[config.mk]
export PLATFORM = sky130hd
export DESIGN_NAME = aes_keyexp
export DESIGN_NICKNAME = d
export VERILOG_FILES = /design/src/sv/aes_pkg.sv /design/src/sv/aes_keyexp.sv
export SDC_FILE = /design/constraint.sdc
export NUM_CORES = 2
export LEC_CHECK = 0
export BUFFER_PORTS_ARGS = -buffer_cell sky130_fd_sc_hd__buf_2
export CAP_MARGIN = 30
export CORE_AREA = 4 4 603 605
export CTS_CLUSTER_SIZE = 25
export DETAILED_ROUTE_END_ITERATION = 7
export DIE_AREA = 0 0 607 609
export PLACE_DENSITY_LB_ADDON = 0.08
export SLEW_MARGIN = 30
export SYNTH_ARGS = -nofsm -noshare
export SYNTH_HDL_FRONTEND = slang
export SYNTH_SLANG_ARGS = --single-unit
[constraint.sdc]
create_clock -name clock -period 15.1 [get_ports clock]
set_clock_uncertainty 0.15 [all_clocks]
set_input_delay 0 -clock clock [delete_from_list [all_inputs] [get_ports clock]]
set_output_delay 0 -clock clock [all_outputs]
set_load 0.005 [all_outputs]
[src/sv/aes_pkg.sv]
// AES-128 package: payload structs, S-box tables and GF(2^8) helpers.
// Used by every module of the cipher block.
`default_nettype none
package aes_pkg;

   localparam int ROUNDS_DEFAULT = 10;

   localparam logic [0:0] ACTION_ENCRYPT = 1'b0;
   localparam logic [0:0] ACTION_DECRYPT = 1'b1;

   localparam logic CSR_KEY_UPPER = 1'b0;
   localparam logic CSR_KEY_LOWER = 1'b1;

   typedef struct packed {
      logic [0:0]  action;
      logic [63:0] block_upper;
      logic [63:0] block_lower;
   } req_type;

   typedef struct packed {
      logic [63:0] out_upper;
      logic [63:0] out_lower;
   } rsp_type;

   localparam logic [7:0] FWD_BOX [256] = '{
      8'h63,8'h7c,8'h77,8'h7b,8'hf2,8'h6b,8'h6f,8'hc5,8'h30,8'h01,8'h67,8'h2b,8'hfe,8'hd7,8'hab,8'h76,
      8'hca,8'h82,8'hc9,8'h7d,8'hfa,8'h59,8'h47,8'hf0,8'had,8'hd4,8'ha2,8'haf,8'h9c,8'ha4,8'h72,8'hc0,
      8'hb7,8'hfd,8'h93,8'h26,8'h36,8'h3f,8'hf7,8'hcc,8'h34,8'ha5,8'he5,8'hf1,8'h71,8'hd8,8'h31,8'h15,
      8'h04,8'hc7,8'h23,8'hc3,8'h18,8'h96,8'h05,8'h9a,8'h07,8'h12,8'h80,8'he2,8'heb,8'h27,8'hb2,8'h75,
      8'h09,8'h83,8'h2c,8'h1a,8'h1b,8'h6e,8'h5a,8'ha0,8'h52,8'h3b,8'hd6,8'hb3,8'h29,8'he3,8'h2f,8'h84,
      8'h53,8'hd1,8'h00,8'hed,8'h20,8'hfc,8'hb1,8'h5b,8'h6a,8'hcb,8'hbe,8'h39,8'h4a,8'h4c,8'h58,8'hcf,
      8'hd0,8'hef,8'haa,8'hfb,8'h43,8'h4d,8'h33,8'h85,8'h45,8'hf9,8'h02,8'h7f,8'h50,8'h3c,8'h9f,8'ha8,
      8'h51,8'ha3,8'h40,8'h8f,8'h92,8'h9d,8'h38,8'hf5,8'hbc,8'hb6,8'hda,8'h21,8'h10,8'hff,8'hf3,8'hd2,
      8'hcd,8'h0c,8'h13,8'hec,8'h5f,8'h97,8'h44,8'h17,8'hc4,8'ha7,8'h7e,8'h3d,8'h64,8'h5d,8'h19,8'h73,
      8'h60,8'h81,8'h4f,8'hdc,8'h22,8'h2a,8'h90,8'h88,8'h46,8'hee,8'hb8,8'h14,8'hde,8'h5e,8'h0b,8'hdb,
      8'he0,8'h32,8'h3a,8'h0a,8'h49,8'h06,8'h24,8'h5c,8'hc2,8'hd3,8'hac,8'h62,8'h91,8'h95,8'he4,8'h79,
      8'he7,8'hc8,8'h37,8'h6d,8'h8d,8'hd5,8'h4e,8'ha9,8'h6c,8'h56,8'hf4,8'hea,8'h65,8'h7a,8'hae,8'h08,
      8'hba,8'h78,8'h25,8'h2e,8'h1c,8'ha6,8'hb4,8'hc6,8'he8,8'hdd,8'h74,8'h1f,8'h4b,8'hbd,8'h8b,8'h8a,
      8'h70,8'h3e,8'hb5,8'h66,8'h48,8'h03,8'hf6,8'h0e,8'h61,8'h35,8'h57,8'hb9,8'h86,8'hc1,8'h1d,8'h9e,
      8'he1,8'hf8,8'h98,8'h11,8'h69,8'hd9,8'h8e,8'h94,8'h9b,8'h1e,8'h87,8'he9,8'hce,8'h55,8'h28,8'hdf,
      8'h8c,8'ha1,8'h89,8'h0d,8'hbf,8'he6,8'h42,8'h68,8'h41,8'h99,8'h2d,8'h0f,8'hb0,8'h54,8'hbb,8'h16
   };

   localparam logic [7:0] INV_BOX [256] = '{
      8'h52,8'h09,8'h6a,8'hd5,8'h30,8'h36,8'ha5,8'h38,8'hbf,8'h40,8'ha3,8'h9e,8'h81,8'hf3,8'hd7,8'hfb,
      8'h7c,8'he3,8'h39,8'h82,8'h9b,8'h2f,8'hff,8'h87,8'h34,8'h8e,8'h43,8'h44,8'hc4,8'hde,8'he9,8'hcb,
      8'h54,8'h7b,8'h94,8'h32,8'ha6,8'hc2,8'h23,8'h3d,8'hee,8'h4c,8'h95,8'h0b,8'h42,8'hfa,8'hc3,8'h4e,
      8'h08,8'h2e,8'ha1,8'h66,8'h28,8'hd9,8'h24,8'hb2,8'h76,8'h5b,8'ha2,8'h49,8'h6d,8'h8b,8'hd1,8'h25,
      8'h72,8'hf8,8'hf6,8'h64,8'h86,8'h68,8'h98,8'h16,8'hd4,8'ha4,8'h5c,8'hcc,8'h5d,8'h65,8'hb6,8'h92,
      8'h6c,8'h70,8'h48,8'h50,8'hfd,8'hed,8'hb9,8'hda,8'h5e,8'h15,8'h46,8'h57,8'ha7,8'h8d,8'h9d,8'h84,
      8'h90,8'hd8,8'hab,8'h00,8'h8c,8'hbc,8'hd3,8'h0a,8'hf7,8'he4,8'h58,8'h05,8'hb8,8'hb3,8'h45,8'h06,
      8'hd0,8'h2c,8'h1e,8'h8f,8'hca,8'h3f,8'h0f,8'h02,8'hc1,8'haf,8'hbd,8'h03,8'h01,8'h13,8'h8a,8'h6b,
      8'h3a,8'h91,8'h11,8'h41,8'h4f,8'h67,8'hdc,8'hea,8'h97,8'hf2,8'hcf,8'hce,8'hf0,8'hb4,8'he6,8'h73,
      8'h96,8'hac,8'h74,8'h22,8'he7,8'had,8'h35,8'h85,8'he2,8'hf9,8'h37,8'he8,8'h1c,8'h75,8'hdf,8'h6e,
      8'h47,8'hf1,8'h1a,8'h71,8'h1d,8'h29,8'hc5,8'h89,8'h6f,8'hb7,8'h62,8'h0e,8'haa,8'h18,8'hbe,8'h1b,
      8'hfc,8'h56,8'h3e,8'h4b,8'hc6,8'hd2,8'h79,8'h20,8'h9a,8'hdb,8'hc0,8'hfe,8'h78,8'hcd,8'h5a,8'hf4,
      8'h1f,8'hdd,8'ha8,8'h33,8'h88,8'h07,8'hc7,8'h31,8'hb1,8'h12,8'h10,8'h59,8'h27,8'h80,8'hec,8'h5f,
      8'h60,8'h51,8'h7f,8'ha9,8'h19,8'hb5,8'h4a,8'h0d,8'h2d,8'he5,8'h7a,8'h9f,8'h93,8'hc9,8'h9c,8'hef,
      8'ha0,8'he0,8'h3b,8'h4d,8'hae,8'h2a,8'hf5,8'hb0,8'hc8,8'heb,8'hbb,8'h3c,8'h83,8'h53,8'h99,8'h61,
      8'h17,8'h2b,8'h04,8'h7e,8'hba,8'h77,8'hd6,8'h26,8'he1,8'h69,8'h14,8'h63,8'h55,8'h21,8'h0c,8'h7d
   };

   function automatic logic [7:0] xt(input logic [7:0] x);
      return {x[6:0], 1'b0} ^ (x[7] ? 8'h1b : 8'h00);
   endfunction

   function automatic logic [7:0] mul9(input logic [7:0] x);
      logic [7:0] x2, x4, x8;
      x2 = xt(x); x4 = xt(x2); x8 = xt(x4);
      return x8 ^ x;
   endfunction

   function automatic logic [7:0] mulb(input logic [7:0] x);
      logic [7:0] x2, x4, x8;
      x2 = xt(x); x4 = xt(x2); x8 = xt(x4);
      return x8 ^ x2 ^ x;
   endfunction

   function automatic logic [7:0] muld(input logic [7:0] x);
      logic [7:0] x2, x4, x8;
      x2 = xt(x); x4 = xt(x2); x8 = xt(x4);
      return x8 ^ x4 ^ x;
   endfunction

   function automatic logic [7:0] mule(input logic [7:0] x);
      logic [7:0] x2, x4, x8;
      x2 = xt(x); x4 = xt(x2); x8 = xt(x4);
      return x8 ^ x4 ^ x2;
   endfunction

   // Byte i of a 128-bit state, byte 0 most significant.
   function automatic logic [7:0] get_byte(input logic [127:0] s, input int i);
      return s[127 - 8*i -: 8];
   endfunction

endpackage
`default_nettype wire

[src/sv/aes_keyexp.sv]
// Round-key expansion: one key round per cycle after reset or a key register write.
// Depends on aes_pkg; feeds the round keys to the pipeline stages.
`default_nettype none
module aes_keyexp
   import aes_pkg::*;
#(
   parameter int ROUNDS = ROUNDS_DEFAULT
) (
   input  wire logic           clock,
   input  wire logic           reset,
   input  wire logic           start,
   input  wire logic [127:0]   key,
   output logic [127:0]        rkey [ROUNDS+1],
   output logic                busy
);
   localparam int CW = $clog2(ROUNDS + 1);

   logic [127:0]  rkey_ff [ROUNDS+1];
   logic [CW-1:0] idx_ff, idx_in;
   logic [7:0]    rcon_ff, rcon_in;
   logic          busy_ff, busy_in;
   logic [127:0]  prev, nxt;
   logic [31:0]   t, w0, w1, w2, w3;

   always_comb begin
      prev = rkey_ff[idx_ff];
      t = {FWD_BOX[prev[23:16]], FWD_BOX[prev[15:8]], FWD_BOX[prev[7:0]],
           FWD_BOX[prev[31:24]]} ^ {rcon_ff, 24'h0};
      w0 = prev[127:96] ^ t;
      w1 = prev[95:64] ^ w0;
      w2 = prev[63:32] ^ w1;
      w3 = prev[31:0] ^ w2;
      nxt = {w0, w1, w2, w3};
      busy_in = busy_ff;
      idx_in = idx_ff;
      rcon_in = rcon_ff;
      if (start) begin
         busy_in = 1'b1;
         idx_in = '0;
         rcon_in = 8'h01;
      end else if (busy_ff) begin
         idx_in = idx_ff + 1'b1;
         rcon_in = xt(rcon_ff);
         if (idx_ff == CW'(ROUNDS - 1)) busy_in = 1'b0;
      end
   end

   always_ff @(posedge clock) begin
      if (reset) begin
         busy_ff <= 1'b1;
         idx_ff <= '0;
         rcon_ff <= 8'h01;
         rkey_ff[0] <= '0;
      end else begin
         busy_ff <= busy_in;
         idx_ff <= idx_in;
         rcon_ff <= rcon_in;
         if (start) rkey_ff[0] <= key;
         else if (busy_ff) rkey_ff[idx_ff + 1'b1] <= nxt;
      end
   end

   assign rkey = rkey_ff;
   assign busy = busy_ff;
endmodule
`default_nettype wire

Yosys cells after proc, flatten, opt, wreduce, memory -nomap -nowiden

Memories as Yosys holds them, arrays and structs flattened.
Cells that the tools add are included.

Bits in registers: 1421
Memory bits (read-only): 8192
Input bits: 131
Output and inout port bits: 1409
Logic and storage cells: 64
Memories kept: 4

Memory list:

| memory           | words | bits a word | read ports | clocked after Yosys merged registers in | wr ports | line             | source |
|---|---|---|---|---|---|---|---|
| (name not given) | 256   | 8           | 1          | 0                                       | 0        | aes_keyexp.sv:28 | `FWD_BOX[prev[31:24]]} ^ {rcon_ff, 24'h0};` |
| (name not given) | 256   | 8           | 1          | 0                                       | 0        | aes_keyexp.sv:27 | `t = {FWD_BOX[prev[23:16]], FWD_BOX[prev[15:8]], FWD_BOX[prev[7:0]],` |
| (name not given) | 256   | 8           | 1          | 0                                       | 0        | aes_keyexp.sv:27 |  |
| (name not given) | 256   | 8           | 1          | 0                                       | 0        | aes_keyexp.sv:27 |  |

Add/sub/neg operators: 1
Magnitude comparators: 7
Equality and inequality tests: 1
Muxes and demuxes: 19
Bitwise logic cells: 14
Reductions and logical operators: 4

Operators with widths:

| kind                  | count |
|---|---|
| $bwmux W1408          | 1 |
| $mux W1408            | 1 |
| $bmux W128 S4         | 1 |
| $demux W128 S4        | 1 |
| $mux W128             | 4 |
| $xor A32 B32 Y32      | 5 |
| $mux W8               | 8 |
| $ge A9 B9 Y1 const B  | 4 |
| $not A8 Y9            | 4 |
| $ge A5 B5 Y1 const B  | 2 |
| $not A4 Y5            | 2 |
| $xor A8 B5 Y8         | 1 |
| $lt A5 B1 Y1 const B  | 1 |
| $mux W5               | 1 |
| $add A4 B1 Y4 const B | 1 |
| $eq A4 B4 Y1 const B  | 1 |
| $reduce_and A3 Y1     | 1 |
| $mux W1               | 2 |
| $not A1 Y1            | 2 |
| $reduce_bool A2 Y1    | 1 |
| $reduce_or A2 Y1      | 1 |
| $logic_and A1 B1 Y1   | 1 |

Longest topological paths before layout

Depth after elaboration: 16
Mapped depth: 23
Depth with buffers taken out: 16

Least setup slack after synthesis

No wires, ideal clock.

Path type: reg-to-reg
Start point: reg idx_ff[3] (netlist name)
End point: reg rkey_ff (netlist bit rkey[256]) (enable)
Library setup time: 772 ps
Arrival: 11562 ps
Required time: 14178 ps
Slack: 2616 ps
Cell stages (with the launch flop): 13
Path buffers: 10
Clock period less this slack: 12484 ps
Path through: dfxtp_1 buf_2 buf_2 buf_2 buf_2 buf_2 buf_2 buf_1 buf_2 buf_1 buf_1 a21oi_1 nor3_1

RTL lines:

| element                       | line             | source |
|---|---|---|
| end signal, assigned by index | aes_keyexp.sv:59 | `else if (busy_ff) rkey_ff[idx_ff + 1'b1] <= nxt;` |
| end, declared                 | aes_keyexp.sv:18 | `logic [127:0] rkey_ff [ROUNDS+1];` |

Final worst setup path

Start point: reg idx_ff[0]
End point: reg rkey_ff (netlist bit rkey[1290])

Cells in the longest elaborated chain, start to end: 16
Elaborated cells between the ends (all ways): 23
Classes of those cells: add/sub (1); order compare (2); mux (10); bitwise (8); reduce/logical (1); memory (1)

Ends and longest elaborated chain:

| element                                         | line             | source |
|---|---|---|
| start, declared                                 | aes_keyexp.sv:19 | `logic [CW-1:0] idx_ff, idx_in;` |
| start signal, assigned                          | aes_keyexp.sv:56 | `idx_ff <= idx_in;` |
| $not A4 Y5 (not written as such) *              | aes_keyexp.sv:26 | `prev = rkey_ff[idx_ff];` |
| $bmux W128 S4 *                                 | aes_keyexp.sv:26 |  |
| $mux W128 (not written as such) * (2 in series) | aes_keyexp.sv:26 |  |
| $not A8 Y9 (not written as such)                | aes_keyexp.sv:27 |  |
| $mem_v2 Z256 W8                                 | n/a              |  |
| $mux W8 (not written as such) (2 in series)     | aes_keyexp.sv:27 |  |
| $xor A32 B32 Y32                                | aes_keyexp.sv:28 |  |
| $xor A32 B32 Y32                                | aes_keyexp.sv:29 | `w0 = prev[127:96] ^ t;` |
| $xor A32 B32 Y32                                | aes_keyexp.sv:30 | `w1 = prev[95:64] ^ w0;` |
| $xor A32 B32 Y32 *                              | aes_keyexp.sv:31 | `w2 = prev[63:32] ^ w1;` |
| named net w2[10]                                | aes_keyexp.sv:23 | `logic [31:0] t, w0, w1, w2, w3;` |
| $xor A32 B32 Y32 *                              | aes_keyexp.sv:32 | `w3 = prev[31:0] ^ w2;` |
| named net w3[10]                                | aes_keyexp.sv:23 |  |
| $bwmux W1408 *                                  | aes_keyexp.sv:59 |  |
| $mux W1408 *                                    | aes_keyexp.sv:59 |  |
| $mux W128 *                                     | aes_keyexp.sv:58 | `if (start) rkey_ff[0] <= key;` |

Mark *: on every way through the listed nets, which the timed path passes. The rest lies on a longest branch. The select of a mux whose other input is x is not followed.
A chain may end at the register's enable or synchronous reset.

==> impl_metrics.py <==
metrics = {
    "clocking": {
        "htreeDepth": 4,
        "cts_root_buf": "clkbuf_16",
        "cts_buffer_depth": 4,
        "clock-sinks": 1421,
        "numCtsBuffers": 182,
        "tritoncts": "built",
        "path_clk_slew_ns": 0.06,
        "clock_latency_ns": 0.92,
        "cts_resized": 0,
    },
    "grt": {
        "grt_max_degree": 85,
        "antenna_found_initial": 69,
        "grt_use_total_pct": 28.1,
        "grt_pass1_wl_um": 697000,
        "grt_pass1_vias": 64500,
        "grt_overflow": 0,
    },
    "sta": {
        "whs_ns": 0.0432,
        "hold_viol": 0,
        "relSlewSlack_pct": 25.7,
        "rsz0062_at_grt": "false",
        "setup-tns-final_ns": 0,
        "fmax_mhz": 106,
        "finalSetupViolCount": 0,
        "slew_viol_final": 0,
        "tightestPinTransition_ns": 1.11,
        "finalCritPeriodShare_pct": 62.3,
        "finalCriticalPeriod_ns": 9.41,
    },
    "synth": {
        "syn_area_per_cell_um2": 12.7,
        "synthXorXnorAreaFrac_pct": 2.84,
        "synth_seq_cells": 1421,
        "synth-compound-area-share_pct": 15.6,
        "synth_enable_flop_cells": 1280,
        "synth_area_um2": 73400,
        "synthTopCellsByArea": "edfxtp_1 (52%), mux4_2 (7.3%), mux2i_1 (4.3%)",
        "seq_area_frac_synth_pct": 56.2,
        "yosys_warnings": 0,
        "yosysUniqueCellTypes": 120,
        "synth.mux.area_fraction_pct": 12.5,
        "synth_area_leader_cell": "edfxtp_1",
        "synthCells": 5780,
        "synth_top_family_by_area": "compound AO/OA/AOI/OAI gates",
        "synth_top_area_share_pct": 52.4,
        "synthArstFlopShare_pct": 0,
        "ys.flop_type": "edfxtp_1",
        "synthesis.nets": 5971,
        "synth_adder_area_share_pct": 1.02,
        "synth-simple-area-share_pct": 7.73,
    },
    "detailed_routing": {
        "dr.pass1.iters": 7,
        "detail_route.wl_per_cell_um": 43.3,
        "vias": 66200,
        "drc": 0,
        "drtAntennaViolNets": 0,
        "drt_iter0_markers": 7361,
        "drt-vias-per-instance": 5.28,
        "routed_wl_um": 543000,
    },
    "critical_path": {
        "r2r-end": "rkey[1290]",
        "end_kind": "register",
        "crit_type": "register to register",
        "cp.required_ns": 15.74,
        "cp.arrival_ns": 10.05,
        "worstRegToRegCells": 21,
        "r2r-start": "idx_ff[0]",
        "r2r_slack_ns": 5.69,
        "cp_max_fo": 36,
        "critPathLaunchType": "register",
    },
    "hold_path": {
        "hp-start": "key[9]",
        "hp-class": "input pin to register",
        "holdPathEnd": "rkey[1289]",
        "hold_path_depth": 5,
    },
    "cells_and_area": {
        "mostFrequentLayoutCell": "buf_2",
        "drive_above_1_share_pct": 33.5,
        "final_cell_mix": "buf_2 (1,538), edfxtp_1 (1,280), nor2_1 (414), a21oi_1 (384), nand2_1 (346)",
        "area_growth_syn_to_layout_pct": 32.0,
        "layout.nets": 7763,
        "fin_cells": 12500,
    },
    "floorplan": {
        "die-area_um2": 370000,
        "die_y_um": 609,
        "ios": 1540,
        "dieWidth_um": 607,
        "coreArea_um2": 358000,
        "row_count": 220,
        "initial_core_util_pct": 20.5,
    },
    "pwr": {
        "p_sw_share_pct": 38.5,
        "powerDensity_nw_per_um2": 151,
        "p_leak_nw": 34.3,
        "p_total_mw": 14.6,
        "internal_power_mw": 8.99,
        "p_comb_share_pct": 33.2,
        "ir_drop_uv": 91.6,
        "power_frac_seq_pct": 36.3,
        "switchingPower_mw": 5.62,
        "clkPwrFrac_pct": 30.5,
    },
    "placement": {
        "io_buffers": 1539,
        "dpl.cell_count": 11900,
        "hpwl_um": 400000,
        "place_congestion": 0.939,
    },
    "job": {
        "cap_violations": 0,
    },
    "outcome": {
        "status": "finished, final reports clean",
    },
}
[power groups by stage]
| stage | clock network [mW] | registers (mW) | logic (mW) |
|---|---|---|---|
| floorplan | 0 | 5.35 | 2.08 |
| global placement | 0 | 5.39 | 4.70 |
| detailed placement | 0 | 5.39 | 4.73 |
| CTS | 4.57 | 5.31 | 4.81 |
| global route | 4.73 | 5.31 | 5.02 |
| finish | 4.46 | 5.31 | 4.85 |
[worst max path at each step]
stage,from,endpoint,cells after the start
2_1_floorplan,idx_ff[3],rkey[256],12
3_3_place_gp,idx_ff[1],rkey[1375],18
3_5_place_dp,idx_ff[1],rkey[769],16
4_1_cts,idx_ff[0],rkey[1290],21
5_1_grt,idx_ff[0],rkey[1290],21
6_report,idx_ff[0],rkey[1290],21
[cell type report]
class | count | area [um2]
Timing Repair Buffer | 2129 | 13200
Inverter | 80 | 309
Tap cell | 4773 | 5970
Fill cell | 37500 | 261000
Sequential cell | 1421 | 41300
Clock buffer | 246 | 4970
Clock inverter | 87 | 882
Antenna cell | 40 | 100
Multi-Input combinational cell | 3758 | 30200
[what timing repair did]
action                                 in CTS  in global routing
hold buffers                              297                  0
buffers inserted                            0                  0
setup endpoints to repair                   0                  0
endpoints found under the hold margin     143                  0
[state kept, by name, summed over array words and instances, names as in the netlist]
| name | cells |
|---|---|
| rkey | 1408 |
| rcon_ff | 8 |
| idx_ff | 4 |
| busy | 1 |
[critical path, cell delays in order (launching register included)]
cell	delay, ns
dfxtp_4	0.76
nor2b_4	0.26
buf_4	0.40
buf_4	0.66
a22oi_1	0.22
o32a_1	0.23
buf_4	0.26
inv_1	0.79
ha_1	0.82
inv_1	0.28
nor2_1	0.68
a21oi_1	0.15
o31ai_1	0.29
nor3_1	0.14
a32oi_1	0.53
buf_4	0.29
xnor3_1	0.40
buf_4	0.25
xnor2_1	0.80
nor2_1	0.11
o21ai_1	0.15
dlygate4sd3_1	0.55
[cells in the mapped netlist, types with 127 or more instances]
cell type / instances
dfxtp_1: 141
a21oi_1: 387
edfxtp_1: 1280
buf_2: 198
o22ai_1: 127
mux2i_1: 318
xnor2_1: 127
nor2_1: 429
nand2_1: 349
o21ai_0: 252
clkbuf_1: 194
mux4_2: 239
[cells by family after synthesis]
| logic type | after synthesis |
|---|---|
| AO/OA/AOI/OAI | 1647 |
| XOR/XNOR | 215 |
| adder cells (fa/ha/maj) | 60 |
| buffers and inverters | 601 |
| flip-flops | 1421 |
| multiplexers | 611 |
| AND/OR/NAND/NOR | 1225 |
[per-stage QoR]
stage	util, %	setup slack, ns	instance area [um2]
global placement	24.4	5.37	87300
detailed placement	24.5	6.13	87700
CTS	27.0	5.73	96600
global route	27.0	5.31	96800
floorplan	-	2.62	73400
finish	27.0	5.69	96800
[per-layer routing]
layer | GRT usage, % | share of wire (%) | vias to the layer above
met5 | 0 | 0.024 | -
met4 | 10.1 | 4.4 | 22
met3 | 6.83 | 7.4 | 640
met2 | 46.5 | 48 | 3345
met1 | 35.3 | 41 | 35500
li1 | - | - | 26600
No activity file was read; power rests on OpenSTA's default activity.
